==> config.mk <==
export PLATFORM = sky130hd
export DESIGN_NAME = prd_queue
export DESIGN_NICKNAME = d
export VERILOG_FILES = /design/src/design/packbits_row_decoder_defines.svh /design/src/design/prd_pkg.sv /design/src/design/prd_queue.sv
export SDC_FILE = /design/constraint.sdc
export NUM_CORES = 1
export LEC_CHECK = 0
export BUFFER_PORTS_ARGS = -buffer_cell sky130_fd_sc_hd__buf_2
export CORE_ASPECT_RATIO = 0.75
export CORE_MARGIN = 4
export CORE_UTILIZATION = 57
export CTS_BUF_LIST = sky130_fd_sc_hd__clkbuf_4
export DETAILED_ROUTE_END_ITERATION = 10
export GPL_ROUTABILITY_DRIVEN = 0
export HOLD_SLACK_MARGIN = 0.02
export MAX_ROUTING_LAYER = met4
export PLACE_DENSITY = 0.86
export SYNTH_ARGS = -nofsm -noshare
export SYNTH_HDL_FRONTEND = slang
export SYNTH_SLANG_ARGS = --single-unit
==> constraint.sdc <==
create_clock -name clk -period 4.96 [get_ports clk]
set_input_delay 0 -clock clk [delete_from_list [all_inputs] [get_ports clk]]
set_output_delay 0 -clock clk [all_outputs]
set_load 0.01 [all_outputs]
==> src/design/packbits_row_decoder_defines.svh <==
// Assertion macros for the files that carry checks (packbits_row_decoder.sv).
// Each macro expects signals named clk and rst_n in the scope where it is used.
`ifndef PACKBITS_ROW_DECODER_DEFINES_SVH
`define PACKBITS_ROW_DECODER_DEFINES_SVH

// The consequent must hold at every edge where the antecedent holds.
`define PRD_ASSERT_IMPL(name, ante, cons) \
    name: assert property (@(posedge clk) disable iff (!rst_n) (ante) |-> (cons)) \
        else $error("packbits_row_decoder: implication check failed");

// The condition must never hold at a clock edge.
`define PRD_ASSERT_NEVER(name, cond) \
    name: assert property (@(posedge clk) disable iff (!rst_n) !(cond)) \
        else $error("packbits_row_decoder: forbidden condition seen");

`endif

==> src/design/prd_pkg.sv <==
package prd_pkg;

    localparam int MAX_ROWS    = 4096;
    localparam int ROW_W       = $clog2(MAX_ROWS);
    localparam int ROWS_W      = $clog2(MAX_ROWS + 1);
    localparam int LEN_W       = 15;
    localparam int CFG_W       = 13;
    localparam int BYTE_W      = 8;
    localparam int COUNT_W     = 8;
    localparam int ROWNUM_W    = 12;

    localparam logic [BYTE_W-1:0] SKIP_HEADER = 8'h80;

    localparam int QUEUE_DEPTH = 2;
    localparam int QPTR_W      = $clog2(QUEUE_DEPTH);
    localparam int QCNT_W      = $clog2(QUEUE_DEPTH + 1);

    typedef enum logic
    {
        OP_ENTRY,
        OP_DATA
    } prd_op_t;

    typedef struct packed
    {
        prd_op_t           op;
        logic              last_entry;
        logic [ROW_W-1:0]  idx;
        logic [LEN_W-1:0]  val;
    } prd_item_t;

    typedef struct packed
    {
        logic full;
        logic empty;
    } prd_qstat_t;

endpackage

==> src/design/prd_queue.sv <==
module prd_queue
(
    input  logic                clk,
    input  logic                rst_n,
    input  logic                push,
    input  prd_pkg::prd_item_t  push_item,
    input  logic                pop,
    output prd_pkg::prd_item_t  head,
    output prd_pkg::prd_qstat_t stat
);
    import prd_pkg::*;

    prd_item_t         slot_reg [QUEUE_DEPTH];
    logic [QPTR_W-1:0] wr_ptr_reg;
    logic [QPTR_W-1:0] wr_ptr_next;
    logic [QPTR_W-1:0] rd_ptr_reg;
    logic [QPTR_W-1:0] rd_ptr_next;
    logic [QCNT_W-1:0] count_reg;
    logic [QCNT_W-1:0] count_next;

    assign head       = slot_reg[rd_ptr_reg];
    assign stat.full  = (count_reg == QCNT_W'(QUEUE_DEPTH));
    assign stat.empty = (count_reg == '0);

    always_comb
    begin
        wr_ptr_next = wr_ptr_reg;
        rd_ptr_next = rd_ptr_reg;
        if (push)
        begin
            wr_ptr_next = (wr_ptr_reg == QPTR_W'(QUEUE_DEPTH - 1)) ? '0 : wr_ptr_reg + 1'b1;
        end
        if (pop)
        begin
            rd_ptr_next = (rd_ptr_reg == QPTR_W'(QUEUE_DEPTH - 1)) ? '0 : rd_ptr_reg + 1'b1;
        end
        case ({push, pop})
            2'b10:   count_next = count_reg + 1'b1;
            2'b01:   count_next = count_reg - 1'b1;
            default: count_next = count_reg;
        endcase
    end

    always_ff @(posedge clk)
    begin
        if (push)
        begin
            slot_reg[wr_ptr_reg] <= push_item;
        end
    end

    always_ff @(posedge clk or negedge rst_n)
    begin
        if (!rst_n)
        begin
            wr_ptr_reg <= '0;
            rd_ptr_reg <= '0;
            count_reg  <= '0;
        end
        else
        begin
            wr_ptr_reg <= wr_ptr_next;
            rd_ptr_reg <= rd_ptr_next;
            count_reg  <= count_next;
        end
    end
endmodule

Word-level counts from Yosys, hierarchy flattened --
Memory sizes are Yosys's and may differ from the RTL's. Index checks and enable logic that the tools add are counted.
Storage, ports and cells: memories kept 1, output and inout port bits 31, input bits 33, memory bits (writable) 58, word-level logic and storage cells 18, bits in registers 4
Memories:
- slot_reg | words 2, bits a word 29, rd ports 1, clocked after Yosys merged registers in 0, write ports 1, RTL line prd_queue.sv:13 | prd_item_t slot_reg [QUEUE_DEPTH];
Cells by class: eq/ne operators 3, reduce and logical (&&, ||, !) cells 2, mux-type cells 5, add/sub/neg operators 4
Operators with widths (count):
- $eq 2x2->1 const B | 2
- $mux 1 | 4
- $pmux 2 s2 | 1
- $add 1x1->1 const B | 2
- $add 2x1->2 const B | 1
- $eq 2x1->1 const B | 1
- $logic_not 2->1 | 1
- $reduce_bool 2->1 | 1
- $sub 2x1->2 const B | 1

Longest topological paths before layout --
depth after elaboration 2, mapped depth 5, gate-level depth less buffers 5

Worst setup path before layout --
No wires, ideal clock.
kind flip-flop to flip-flop, start register wr_ptr_reg, end memory slot_reg[0][0] (netlist name), enable pin, data required time 4.545 ns, arrival time 1.635 ns, period minus slack after synthesis 2.051 ns, stages on the path, launching flop included 2, path slack 2.909 ns, library setup time 0.415 ns, path through dfrtp_1 > nor2_1
RTL lines:
- start: declaration | RTL line prd_queue.sv:14 | logic [QPTR_W-1:0] wr_ptr_reg;
- start signal: assignment | RTL line prd_queue.sv:62 | wr_ptr_reg <= wr_ptr_next;
- end: declaration | RTL line prd_queue.sv:13
Straight into the memory's write port.

==> results.yml <==
clock_network:
  cts_sinks: 62
  clock-root-buffer: "clkbuf_4"
  insertion_delay_ns: 0.39
  clk_path_buf_depth: 2
  clk_pin_slew_worst_paths_ns: 0.09
  cts_setup_buffers: 0
  cts_buffers: 9
  cts_tree: "done"
  htree_num_levels: 3
  cts_hold_buf: 33
  cts.repair.resized: 0
finish:
  drive_gt1_share_pct: 51.2
  antenna_cells: 0
  nFillCells: 186
  layout_commonest_cell: "buf_2"
  area_growth_pct: 37.2
  layout.nets: 246
  largest_reg_flops: 58
  layout_common_cells: "buf_2 (63), edfxtp_1 (58), dlygate4sd3_1 (33)"
critical_path:
  slowest_stage: "dfrtp_1"
  critPathCapture: "head[21]"
  rr_endpoint: "rd_ptr_reg"
  critPathKind: "flip-flop to primary output"
  cp.required_ns: 4.96
  rr_worst_depth: 1
  rr_startpoint: "rd_ptr_reg"
  cp.arrival_ns: 2.14
  cp-end-kind: "primary output"
  crit_path_start: "rd_ptr_reg"
  worst_path_largest_cell_delay_ns: 1.15
  worstPathCellList: "mux2_2, buf_2"
  critPathLaunchType: "flip-flop"
  crit_fanout: 30
  reg2reg_slack_ns: 3.51
floorplan:
  rows: 19
  die_x_um: 81.2
  io_pins: 64
  coreArea_mm2: 0.00376
  die_area_mm2: 0.00510
  initial_core_util_pct: 60.9
  die_y_um: 62.9
pwr:
  power.density_mw_per_mm2: 504
  ir_worst_vdd_mv: 0.433
  p_leak_uw: 0.00123
status:
  status: "finished, final reports clean"
timing:
  fmax_mhz: 467
  skew_ns: 0.0119
  slew_headroom_pct: 20.0
  period_share_pct: 43.2
  finalHoldViolations: 0
  setup_violations: 0
  tns_ns: 0
  fin_crit_ns: 2.14
  slew_violations: 0
  fin_ws_ns: 2.82
  rsz0062_at_grt: "false"
  fin_hold_ws_ns: 0.331
  worstMarginPinSlew_ns: 1.20
global_route:
  antenna_found_initial: 0
  grt_overflow_total: 0
  grtUsageMet1_pct: 19.5
  use_met2_pct: 33.9
  top_usage_layer: "met2"
  grt_pass1_wl_mm: 6.93
  globalRouteMet3Util_pct: 8.07
  grt_pass1_vias: 1485
  grt_max_degree: 31
  grt_use_total_pct: 19.5
drt:
  wl_per_cell_um: 16.1
  drc: 0
  ant_nets: 0
  drtIter0Drc: 59
  viasPerCell: 4.96
  num_vias: 1335
  firstDrtPassIters: 4
  routed_wl_mm: 4.34
logic_synthesis:
  synthCells: 106
  yosys_warnings: 0
  synthDistinctLibCells: 11
  synth_seq_cells: 62
  syn_avg_cell_area_um2: 21.6
  netlist_area_mm2: 0.00229
  synth_nets: 140
  synth_seq_area_share_pct: 80.5
placement:
  dp_slack_ns: 3.22
  hpwlAfterDp_mm: 2.52
  portBuffers: 63
worst_hold_path:
  hp-class: "input port to flip-flop"
run:
  cap_violations: 0
## kinds of logic (layout without fill, tap and decap cells)
group / after synthesis / count (layout) / synth area share [%]
multiplexers: 29 / 29 / 14.3
XOR/XNOR: 5 / 5 / 1.91
flip-flops: 62 / 62 / 80.5
buffers and inverters: 4 / 115 / 1.64
adder cells (fa/ha/maj): 1 / 1 / 0.547
AND/OR/NAND/NOR: 5 / 5 / 1.15
## cells in the mapped netlist
library cell,number,share of area [%]
edfxtp_1,58,76
mux2_2,29,14
dfrtp_1,4,4.4
buf_6,3,1.5
nor2_1,3,0.49
xor2_1,3,1.1
xnor2_1,2,0.77
and2_1,1,0.27
and2b_2,1,0.38
ha_1,1,0.55
inv_1,1,0.16
## per-layer routing
layer	part of all wire [%]	wire, µm
met3	7.1	309
met2	53	2310
met1	39	1670
met5	0	0
met4	1.2	51
## cell type report
type	count	area [µm²]	area share, %
Multi-Input combinational cell	40	412	13.1
Clock inverter	5	73.8	2.35
Tap cell	52	65.1	2.07
Clock buffer	11	82.6	2.63
Timing Repair Buffer	98	661	21.0
Inverter	1	3.75	0.120
Sequential cell	62	1840	58.7
## per-stage QoR
step,std cells,cell area (µm²),util (%),total power [µW]
after CTS,269,3140,83.6,1590
after global routing,269,3140,83.6,1670
after floorplan,106,2290,-,1050
after detailed placement,220,2650,70.6,1200
after global placement,220,2650,70.6,1180
final,269,3140,83.6,1580
## power by group
part	switching, µW	leakage (µW)	internal, µW
combinational	201	0.000555	230
sequential	82.5	0.000591	696
clock	160	0.0000883	213
total	443	0.00123	1140
## worst min-delay path by stage
stage,end,slack [ns],from,cells past startpoint
global placement,count_reg[1],-0.20,rst_n,1
detailed placement,count_reg[1],-0.19,rst_n,1
floorplan,count_reg[0],-0.30,rst_n,0
global route,slot_reg[1][26],0.30,push_item[26],2
finish,slot_reg[0][2],0.33,push_item[2],2
CTS,slot_reg[1][9],0.30,push_item[9],2
## worst max-delay path, delay by kind of cell (launching register included)
| family | cells | cell delay, ns |
|---|---|---|
| buffers and inverters | 1 | 0.15 |
| muxes | 1 | 0.45 |
| DFF | 1 | 1.15 |
Power figures use the tool's default switching activity.
