## src/design/packbits_row_decoder_defines.svh

```systemverilog
// Assertion macros for the files that carry checks (packbits_row_decoder.sv).
// Each macro expects signals named clk and rst_n in the scope where it is used.
`ifndef PACKBITS_ROW_DECODER_DEFINES_SVH
`define PACKBITS_ROW_DECODER_DEFINES_SVH

// The consequent must hold at every edge where the antecedent holds.
`define PRD_ASSERT_IMPL(name, ante, cons) \
    name: assert property (@(posedge clk) disable iff (!rst_n) (ante) |-> (cons)) \
        else $error("packbits_row_decoder: implication check failed");

// The condition must never hold at a clock edge.
`define PRD_ASSERT_NEVER(name, cond) \
    name: assert property (@(posedge clk) disable iff (!rst_n) !(cond)) \
        else $error("packbits_row_decoder: forbidden condition seen");

`endif

```

## src/design/prd_pkg.sv

```systemverilog
package prd_pkg;

    localparam int MAX_ROWS    = 4096;
    localparam int ROW_W       = $clog2(MAX_ROWS);
    localparam int ROWS_W      = $clog2(MAX_ROWS + 1);
    localparam int LEN_W       = 15;
    localparam int CFG_W       = 13;
    localparam int BYTE_W      = 8;
    localparam int COUNT_W     = 8;
    localparam int ROWNUM_W    = 12;

    localparam logic [BYTE_W-1:0] SKIP_HEADER = 8'h80;

    localparam int QUEUE_DEPTH = 2;
    localparam int QPTR_W      = $clog2(QUEUE_DEPTH);
    localparam int QCNT_W      = $clog2(QUEUE_DEPTH + 1);

    typedef enum logic
    {
        OP_ENTRY,
        OP_DATA
    } prd_op_t;

    typedef struct packed
    {
        prd_op_t           op;
        logic              last_entry;
        logic [ROW_W-1:0]  idx;
        logic [LEN_W-1:0]  val;
    } prd_item_t;

    typedef struct packed
    {
        logic full;
        logic empty;
    } prd_qstat_t;

endpackage

```

## src/design/prd_if.sv

```systemverilog
interface prd_stream_if;
    import prd_pkg::*;

    logic              valid;
    logic              ready;
    logic [BYTE_W-1:0] in_byte;
    logic              channel_start;

    modport source (output valid, output in_byte, output channel_start, input ready);
    modport sink   (input valid, input in_byte, input channel_start, output ready);
endinterface


```

## src/design/prd_front.sv

```systemverilog
module prd_front
(
    input  logic                      clk,
    input  logic                      rst_n,
    prd_stream_if.sink                stream,
    input  logic [prd_pkg::ROWS_W-1:0] rows,
    input  prd_pkg::prd_qstat_t       qstat,
    output logic                      push,
    output prd_pkg::prd_item_t        push_item
);
    import prd_pkg::*;

    typedef enum logic [1:0]
    {
        F_HIGH,
        F_LOW,
        F_DATA
    } front_state_t;

    front_state_t      state_reg;
    front_state_t      state_next;
    front_state_t      state_eff;
    logic [ROW_W-1:0]  ptr_reg;
    logic [ROW_W-1:0]  ptr_next;
    logic [ROW_W-1:0]  ptr_eff;
    logic [ROWS_W-1:0] ptr_plus;
    logic [BYTE_W-1:0] hold_reg;
    logic [BYTE_W-1:0] hold_next;
    logic              accept;

    assign stream.ready = !qstat.full;
    assign accept       = stream.valid && stream.ready;

    always_comb
    begin
        state_eff  = stream.channel_start ? F_HIGH : state_reg;
        ptr_eff    = stream.channel_start ? '0 : ptr_reg;
        ptr_plus   = ROWS_W'(ptr_eff) + 1'b1;
        state_next = state_reg;
        ptr_next   = ptr_reg;
        hold_next  = hold_reg;
        push       = 1'b0;
        push_item.op         = OP_DATA;
        push_item.last_entry = 1'b0;
        push_item.idx        = ptr_eff;
        push_item.val        = LEN_W'(stream.in_byte);
        if (accept)
        begin
            ptr_next = ptr_eff;
            unique case (state_eff)
                F_HIGH:
                begin
                    hold_next  = stream.in_byte;
                    state_next = F_LOW;
                end
                F_LOW:
                begin
                    push                 = 1'b1;
                    push_item.op         = OP_ENTRY;
                    push_item.val        = hold_reg[BYTE_W-1] ? '0
                                           : {hold_reg[BYTE_W-2:0], stream.in_byte};
                    push_item.last_entry = (ptr_plus >= rows);
                    if (ptr_plus >= rows)
                    begin
                        state_next = F_DATA;
                        ptr_next   = '0;
                    end
                    else
                    begin
                        state_next = F_HIGH;
                        ptr_next   = ptr_plus[ROW_W-1:0];
                    end
                end
                F_DATA:
                begin
                    push = 1'b1;
                end
                default:
                begin
                    state_next = F_HIGH;
                end
            endcase
        end
    end

    always_ff @(posedge clk or negedge rst_n)
    begin
        if (!rst_n)
        begin
            state_reg <= F_HIGH;
            ptr_reg   <= '0;
            hold_reg  <= '0;
        end
        else
        begin
            state_reg <= state_next;
            ptr_reg   <= ptr_next;
            hold_reg  <= hold_next;
        end
    end
endmodule

```

## src/flat_wrapper.sv

```systemverilog
// flat-port wrapper written by rule: the top's interface ports become plain ports
module prd_front_flat import prd_pkg::*;
  (clk, rst_n, rows, qstat, push, push_item, stream_valid, stream_in_byte, stream_channel_start, stream_ready);
  prd_stream_if stream_i ();
  input  logic clk;
  input  logic rst_n;
  input  logic [prd_pkg::ROWS_W-1:0] rows;
  input  prd_pkg::prd_qstat_t qstat;
  output logic push;
  output prd_pkg::prd_item_t push_item;
  input wire logic [$bits(stream_i.valid)-1:0] stream_valid;
  input wire logic [$bits(stream_i.in_byte)-1:0] stream_in_byte;
  input wire logic [$bits(stream_i.channel_start)-1:0] stream_channel_start;
  output wire logic [$bits(stream_i.ready)-1:0] stream_ready;
  assign stream_i.valid = stream_valid;
  assign stream_i.in_byte = stream_in_byte;
  assign stream_i.channel_start = stream_channel_start;
  assign stream_ready = stream_i.ready;
  prd_front u_core (.clk(clk), .rst_n(rst_n), .stream(stream_i), .rows(rows), .qstat(qstat), .push(push), .push_item(push_item));
endmodule
```

## config.mk

```make
export PLATFORM = sky130hd
export DESIGN_NAME = prd_front_flat
export DESIGN_NICKNAME = d
export VERILOG_FILES = /design/src/design/packbits_row_decoder_defines.svh /design/src/design/prd_pkg.sv /design/src/design/prd_if.sv /design/src/design/prd_front.sv /design/src/flat_wrapper.sv
export SDC_FILE = /design/constraint.sdc
export NUM_CORES = 1
export LEC_CHECK = 0
export BUFFER_PORTS_ARGS = -buffer_cell sky130_fd_sc_hd__buf_2
export CAP_MARGIN = 20
export CORE_UTILIZATION = 35
export CTS_CLUSTER_DIAMETER = 40
export CTS_CLUSTER_SIZE = 12
export DETAILED_ROUTE_END_ITERATION = 8
export PLACE_DENSITY = 0.57
export SETUP_SLACK_MARGIN = 0.02
export SLEW_MARGIN = 20
export SYNTH_ARGS = -nofsm -noshare
export SYNTH_HDL_FRONTEND = slang
export SYNTH_SLANG_ARGS = --single-unit
```

## constraint.sdc

```tcl
create_clock -name clk -period 5.8 [get_ports clk]
set_input_delay 1.16 -clock clk [delete_from_list [all_inputs] [get_ports clk]]
set_output_delay 1.16 -clock clk [all_outputs]
set_load 0.005 [all_outputs]
```

Word-level counts from Yosys, hierarchy flattened
Cells that the tools add are included.
{"block": "totals", "regBits": 22, "latch_bits": 0, "ram_bits": 0, "rom_bits": 0, "wordCells": 27, "mem_count": 0}
{"block": "classes", "add_sub_neg": 1, "multipliers": 0, "div_mod_pow": 0, "order_cmp": 1, "eq_ne": 2, "shifts": 0, "n_mux": 13, "bitwise": 1, "n_reduce_logical": 6}
{"cell": "15-bit 2-to-1 mux", "n": 3}
{"cell": "12-bit 2-to-1 mux", "n": 3}
{"cell": "12-bit by 1-bit adder with 13-bit output, second input constant", "n": 1}
{"cell": "13-bit >= comparator", "n": 1}
{"cell": "2-bit 2-to-1 mux", "n": 4}
{"cell": "2-bit one-hot mux with 3 select lines", "n": 1}
{"cell": "2-bit AND reduction", "n": 2}
{"cell": "2-bit by 1-bit == test with 1-bit output, second input constant", "n": 1}
{"cell": "2-bit == test, second input constant", "n": 1}
{"cell": "2-bit logical NOT", "n": 1}
{"cell": "1-bit 2-to-1 mux", "n": 2}
{"cell": "2-bit OR reduction", "n": 1}
{"cell": "1-bit logical AND", "n": 1}
{"cell": "1-bit logical NOT", "n": 1}
{"cell": "1-bit NOT", "n": 1}

Depth between registers and ports, before layout
Gate-level depths: netlist (run 1).
{"block": "depth", "depth_word": 5, "mapped_depth": 14}

Worst setup path before layout (run 1)
OpenSTA, ideal clock, no wires.
{"block": "synth_path", "path_type": "input -> output", "start": "input port stream_channel_start", "end": "output port push_item[27] (netlist name)", "arrival_time_ns": 3.634, "required_time_ns": 4.640, "setup_slack_ns": 1.006, "path_stages": 14, "path_buffers": 3, "path_cell_list": "buf_6 -> clkbuf_1 -> nor2b_1 -> ha_1 -> nand4_1 -> nor4_4 -> and3_4 -> and3_1 -> ha_1 -> a21oi_1 -> o221ai_1 -> a21oi_2 -> buf_4 -> nor2_1"}
{"item": "start, declared", "line_no": "flat_wrapper.sv:13", "text": "input wire logic [$bits(stream_i.channel_start)-1:0] stream_channel_start;"}
{"item": "end, declared", "line_no": "flat_wrapper.sv:10", "text": "output prd_pkg::prd_item_t push_item;"}

==> qor.txt, run 1 <==
nets@finish = 288
Clk pwr share = 0.316
Post-Place Cells = 306
via count = 1486
DP Area = 2090 sq um
Syn Inst Count = 187
per-cell routed wire length = 11.9 microns
adder-cell share of the synthesized area = 0.121
DR iter-0 viols = 52
largest net degree at the start of global routing = 23
first-pass GRT wire length = 6.13 mm
Compound-Gate Fraction of Synth Area = 0.132
grt total ovfl = 0
sequential power share = 0.430
R2R setup slack = 2.62 ns
post-cts resize count = 0
Mapped Nets = 231
min cycle time layout = 4.87 ns
Site Rows = 25
FFs w/ async S/R, synth = 1.00
DRC viols = 0
final hold vios = 0
leak pwr = 0.00116 uW
Largest register FFs = 12
Final setup viols = 0
total negative slack = 0 ns
clk slew on worst S/H paths = 0.09 ns
xor and xnor area share after synthesis = 0.0499
vias per inst = 4.79
CTS Hold Buffers Added = 0
Pwr Total = 457 uW
GP Congestion = 0.786
post-CTS setup buffer count = 0
reg2reg start = u_core.ptr_reg[0]
hold slack final = 0.504 ns
Layout Cells excl Fill = 310
Slew HR = 0.658
Critical Path, Cell by Cell = buf_2 > nor2b_1 > ha_1 > nand4_1 > nor4_4 > and3_4 > xor2_1 > ha_1 > nand4_1 > nor3_1 > a21oi_2 > nor2_1 > buf_2
Clock Skew = 0.00701 ns
synthesized flop and latch total = 22
Critical Path Start Type = input port
crit end category = primary output
Tot GR Track Use = 0.147
area delta synth->final = 23.3%
post-synthesis sequential area ratio = 0.313
RSZ-0062 raised after global routing = false
synth warn = 0
Pint = 329 uW
Post-Syn Area per Cell = 9.39 sq um
P_sw = 128 uW
EDFF count, synth = 0
post-synthesis mux area share = 0.0641
core footprint = 4790 sq um
Critical Path Max Stage Delay = 0.30 ns
logic gate share of total power = 0.253
starting density of the core = 0.367
DP HPWL = 2.87 mm
final instance area = 2170 sq um
hold crit path type = flip-flop to flip-flop
Detailed Route WL = 3.68 mm
I/O pin count = 58
Root Buffer = clkbuf_8
area of the mapped netlist = 1760 sq um
CTS tree = yes
Sw Share = 0.281
sink count of the clock tree = 22
crit path capture = push_item[27]
max-cap viol count = 0
depth of the worst register-to-register path = 12
post-synthesis simple-gate area fraction = 0.251
Worst Path Class, Setup = input port to primary output
initial antenna violation count = 0
crit path DAT = 3.71 ns
slew of the pin with the lowest slew margin = 0.513 ns
full die area = 5310 sq um
final max-slew violation count = 0
synth unique cells = 42
Worst setup startpoint = stream_channel_start
Worst Path Max Fanout = 20
Routed Antenna Nets = 0
Die Height = 72.8 microns
Port Buffers = 56
vias in the first global route = 1337
status = finished clean
Synth Flop Type = dfrtp_1
Hold Startpoint = u_core.hold_reg[6]
clk_lat worst skew = 0.26 ns
largest family of logic cells by synthesized area = simple AND/OR/NAND/NOR gates
Fillers = 487
period utilisation layout = 0.839
pwr dens = 211 nW/um^2
htree depth = 1
DIE WIDTH = 72.8 microns
Max Buffers Root-to-Sink = 2
VDD IR max = 0.106 mV
slowest stage cell, crit path = nor4_4
drt pass-1 iters = 4
Achievable Freq = 205 MHz
clock buffer count from CTS = 3
CP Data Required Time = 4.64 ns
ANT cells = 0
R2R Path End = u_core.state_reg[1]
share of cells above drive strength 1 = 0.350
==> metrics by stage <==
stage	setup WS, ns	utilization
5_1_grt	0.618	0.453
2_1_floorplan	1.01	-
3_5_place_dp	0.895	0.438
4_1_cts	0.884	0.453
3_3_place_gp	0.899	0.438
6_report	0.933	0.453
==> critical path, delay by kind of cell <==
| kind | cells | cell delay, ns |
|---|---|---|
| adder cells (fa/ha/maj) | 2 | 0.59 |
| buffers and inverters | 2 | 0.33 |
| AO/OA/AOI/OAI | 1 | 0.10 |
| AND/OR/NAND/NOR | 7 | 1.45 |
| XOR/XNOR | 1 | 0.07 |
==> power groups by stage <==
stage | clock (uW) | combinational [uW] | sequential [uW]
finish | 145 | 116 | 197
global route | 153 | 133 | 201
CTS | 148 | 118 | 197
detailed placement | 0 | 117 | 200
global placement | 0 | 116 | 199
floorplan | 0 | 85.2 | 192
==> worst min-delay path by stage <==
stage,endpoint,slack (ns),cells after the start
2_1_floorplan,u_core.hold_reg[0],0.47,1
3_3_place_gp,u_core.hold_reg[5],0.48,1
3_5_place_dp,u_core.hold_reg[5],0.49,1
4_1_cts,u_core.hold_reg[5],0.51,1
5_1_grt,u_core.hold_reg[2],0.51,1
6_report,u_core.hold_reg[6],0.50,1
==> synthesized netlist by cell type, types with 3 or more instances <==
master    number  area (sq um)
nor2b_1        7          43.8
buf_4          3          22.5
inv_1         19          71.3
xor2_1         3          26.3
ha_1          17           213
mux2_2         9           101
xnor2_1        7          61.3
nor2_1         6          22.5
a21oi_1        7          35.0
and3_1         3          18.8
and2_1        17           106
nand2b_1       3          18.8
o21ai_0        5          25.0
nand2_1       12          45.0
dfrtp_1       22           551
nand3_1        5          25.0
a22o_1         4          35.0
a32o_1         7          70.1
nand4_1        3          18.8
==> kinds of logic after synthesis <==
kind of cell               count (synthesis)
and+or+nand+nor                           70
xor gates and xnor gates                  10
muxes                                     10
AOI/OAI and AO/OA                         31
DFF                                       22
adders and majority gates                 17
buffers and inverters                     27
==> area by class of cell <==
cell class	count	area [sq um]	area share
clock buffers	3	41.3	0.0191
clock inverters	1	30.0	0.0139
inverters	21	78.8	0.0364
multi-input cells	138	1090	0.501
flip-flops and latches	22	551	0.254
well taps	67	83.8	0.0387
repair buffers	58	295	0.136
==> placed cells by master, fill, tap and decap left out, types with 4 or more instances in the layout <==
cell / n
mux2_2: 9
nand2_1: 12
a22o_1: 4
xnor2_1: 7
nor2_1: 6
nor2b_1: 7
a21oi_1: 7
a32o_1: 7
nand3_1: 5
ha_1: 17
inv_1: 19
o21ai_0: 5
dfrtp_1: 22
and2_1: 17
buf_2: 56
==> per-layer routing <==
layer,GRT usage,vias up,part of all wire
li1,-,763,-
met1,0.205,685,0.49
met2,0.238,38,0.45
met3,0.0262,0,0.054
met4,0.0327,0,0
met5,0,-,0
No activity file was read; power rests on OpenSTA's default activity.
==> run 2, diff against run 1 <==
==> constraint.sdc (replaced) <==
create_clock -name clk -period 5 [get_ports clk]
set_input_delay 1 -clock clk [delete_from_list [all_inputs] [get_ports clk]]
set_output_delay 1 -clock clk [all_outputs]
set_load 0.005 [all_outputs]
==> run 2 against run 1 <==
Compared with the run above:
- count of clock-buffer cells in the layout is the same
- global-route usage grew 0.31 points
- non-clock buffer count grew 1
- flip-flop and latch count is the same
- first-iteration DRC count grew 42%
- sequential power grew 16%
- setup slack lost 0.36 ns
- cell area grew 0.35%
- clock skew shrank 0.0028 ns
- die area is the same
- wire length grew 1.1%
==> qor.txt, run 2 (same netlist as run 1, synthesis figures left out) <==
final instance area = 2170 sq um (+0.35%)
total negative slack = 0 ns (unchanged)
most frequent cells in the layout = buf_2 (56), dfrtp_1 (22), inv_1 (19)
core footprint = 4790 sq um (unchanged)
Tot GR Track Use = 0.150 (+0.00306)
crit path DAT = 3.43 ns (-0.28 ns)
largest net degree at the start of global routing = 23 (unchanged)
Site Rows = 25 (unchanged)
hold slack final = 0.503 ns (-0.000988 ns)
clk slew on worst S/H paths = 0.08 ns (about the same)
Max Buffers Root-to-Sink = 2 (unchanged)
Detailed Route WL = 3.72 mm (+1.1%)
drt pass-1 iters = 4 (unchanged)
Layout Cells excl Fill = 311 (+0.32%)
ANT cells = 0 (unchanged)
Pwr Total = 530 uW (+16%)
pwr dens = 244 nW/um^2 (+16%)
DR iter-0 viols = 74 (+42%)
crit end category = primary output
per-cell routed wire length = 11.9 microns (+0.76%)
clk_lat worst skew = 0.26 ns (about the same)
reg2reg start = u_core.ptr_reg[0]
CTS Hold Buffers Added = 0 (unchanged)
final max-slew violation count = 0 (unchanged)
area delta synth->final = 23.7%
VDD IR max = 0.127 mV (+20%)
period utilisation layout = 0.885
DP HPWL = 2.92 mm (+1.9%)
via count = 1487 (+0.067%)
GP Congestion = 0.734 (-6.6%)
hold crit path type = flip-flop to flip-flop
Hold Startpoint = u_core.hold_reg[1]
leak pwr = 0.00116 uW (+0.41%)
slew of the pin with the lowest slew margin = 0.511 ns (-0.00151 ns)
Final setup viols = 0 (unchanged)
Port Buffers = 56 (unchanged)
Fillers = 491 (+0.82%)
I/O pin count = 58 (unchanged)
Critical Path Start Type = input port
initial antenna violation count = 0 (unchanged)
full die area = 5310 sq um (unchanged)
max-cap viol count = 0 (unchanged)
starting density of the core = 0.367 (unchanged)
depth of the worst register-to-register path = 12 (unchanged)
Worst Path Max Fanout = 5 (-75%)
Largest register FFs = 12 (unchanged)
min cycle time layout = 4.43 ns
Clock Skew = 0.00419 ns (-0.00282 ns)
R2R Path End = u_core.state_reg[1]
DRC viols = 0 (unchanged)
vias per inst = 4.78 (-0.25%)
Post-Place Cells = 307 (+0.33%)
Worst Path Class, Setup = input port to primary output
Die Height = 72.8 microns (unchanged)
DIE WIDTH = 72.8 microns (unchanged)
R2R setup slack = 1.78 ns (-0.84 ns)
htree depth = 1 (unchanged)
post-cts resize count = 0 (unchanged)
hold worst-path end = u_core.hold_reg[1]
Root Buffer = clkbuf_8
post-CTS setup buffer count = 0 (unchanged)
RSZ-0062 raised after global routing = false
DP Area = 2100 sq um (+0.36%)
status = finished clean
CTS tree = yes
Achievable Freq = 226 MHz
first-pass GRT wire length = 6.30 mm (+2.8%)
sink count of the clock tree = 22 (unchanged)
vias in the first global route = 1411 (+5.5%)
CP Data Required Time = 4.00 ns (-0.64 ns)
nets@finish = 289 (+0.35%)
share of cells above drive strength 1 = 0.352 (+0.00266)
hold path depth = 1 (unchanged)
grt total ovfl = 0 (unchanged)
Routed Antenna Nets = 0 (unchanged)
final hold vios = 0 (unchanged)
clock buffer count from CTS = 3 (unchanged)
Slew HR = 0.659 (+0.00101)
commonest non-fill, non-tap cell in the layout = buf_2
## run 2: cell type report
cell class	count	area, sq um	share of cell area
Clock buffer	3	41.3	0.0190
Clock inverter	1	30.0	0.0138
Inverter	21	78.8	0.0363
Multi-Input combinational cell	138	1090	0.500
Sequential cell	22	551	0.253
Tap cell	67	83.8	0.0386
Timing Repair Buffer	59	303	0.139
## run 2: metrics by stage
step / utilization / setup WS [ns]
after floorplan: - / 0.526
after global placement: 0.439 / 0.568
after detailed placement: 0.439 / 0.530
after CTS: 0.454 / 0.522
after global routing: 0.454 / 0.303
final: 0.454 / 0.573
## run 2: report_power, final
group	total, uW	switching, uW	internal [uW]
Clock	167	60.0	107
Combinational	136	65.6	70.1
Sequential	228	22.8	205
## run 2: worst max-delay path by stage
stage / cells after the start / endpoint / from
2_1_floorplan: 14 / push_item[27] / stream_channel_start
3_3_place_gp: 13 / push_item[27] / stream_channel_start
3_5_place_dp: 13 / push_item[27] / stream_channel_start
4_1_cts: 13 / push_item[27] / stream_channel_start
5_1_grt: 13 / push_item[27] / stream_channel_start
6_report: 13 / push_item[27] / stream_channel_start
## run 2: per-layer routing
layer  vias up  GRT usage  wire length [microns]
li1        761          -                      -
met1       680      0.207                   1810
met2        46      0.250                   1720
met3         0     0.0235                    178
met4         0     0.0261                      0
met5         -          0                      0
## run 2: worst max-delay path, stage by stage
cell and delay [ns]:
buf_2 0.12, nor2b_1 0.20, ha_1 0.30, nand4_1 0.20
nor4_4 0.31, and3_4 0.24, xor2_1 0.07, ha_1 0.30
nand4_1 0.10, nor3_1 0.27, a21oi_2 0.10, nor2_1 0.10
buf_2 0.12
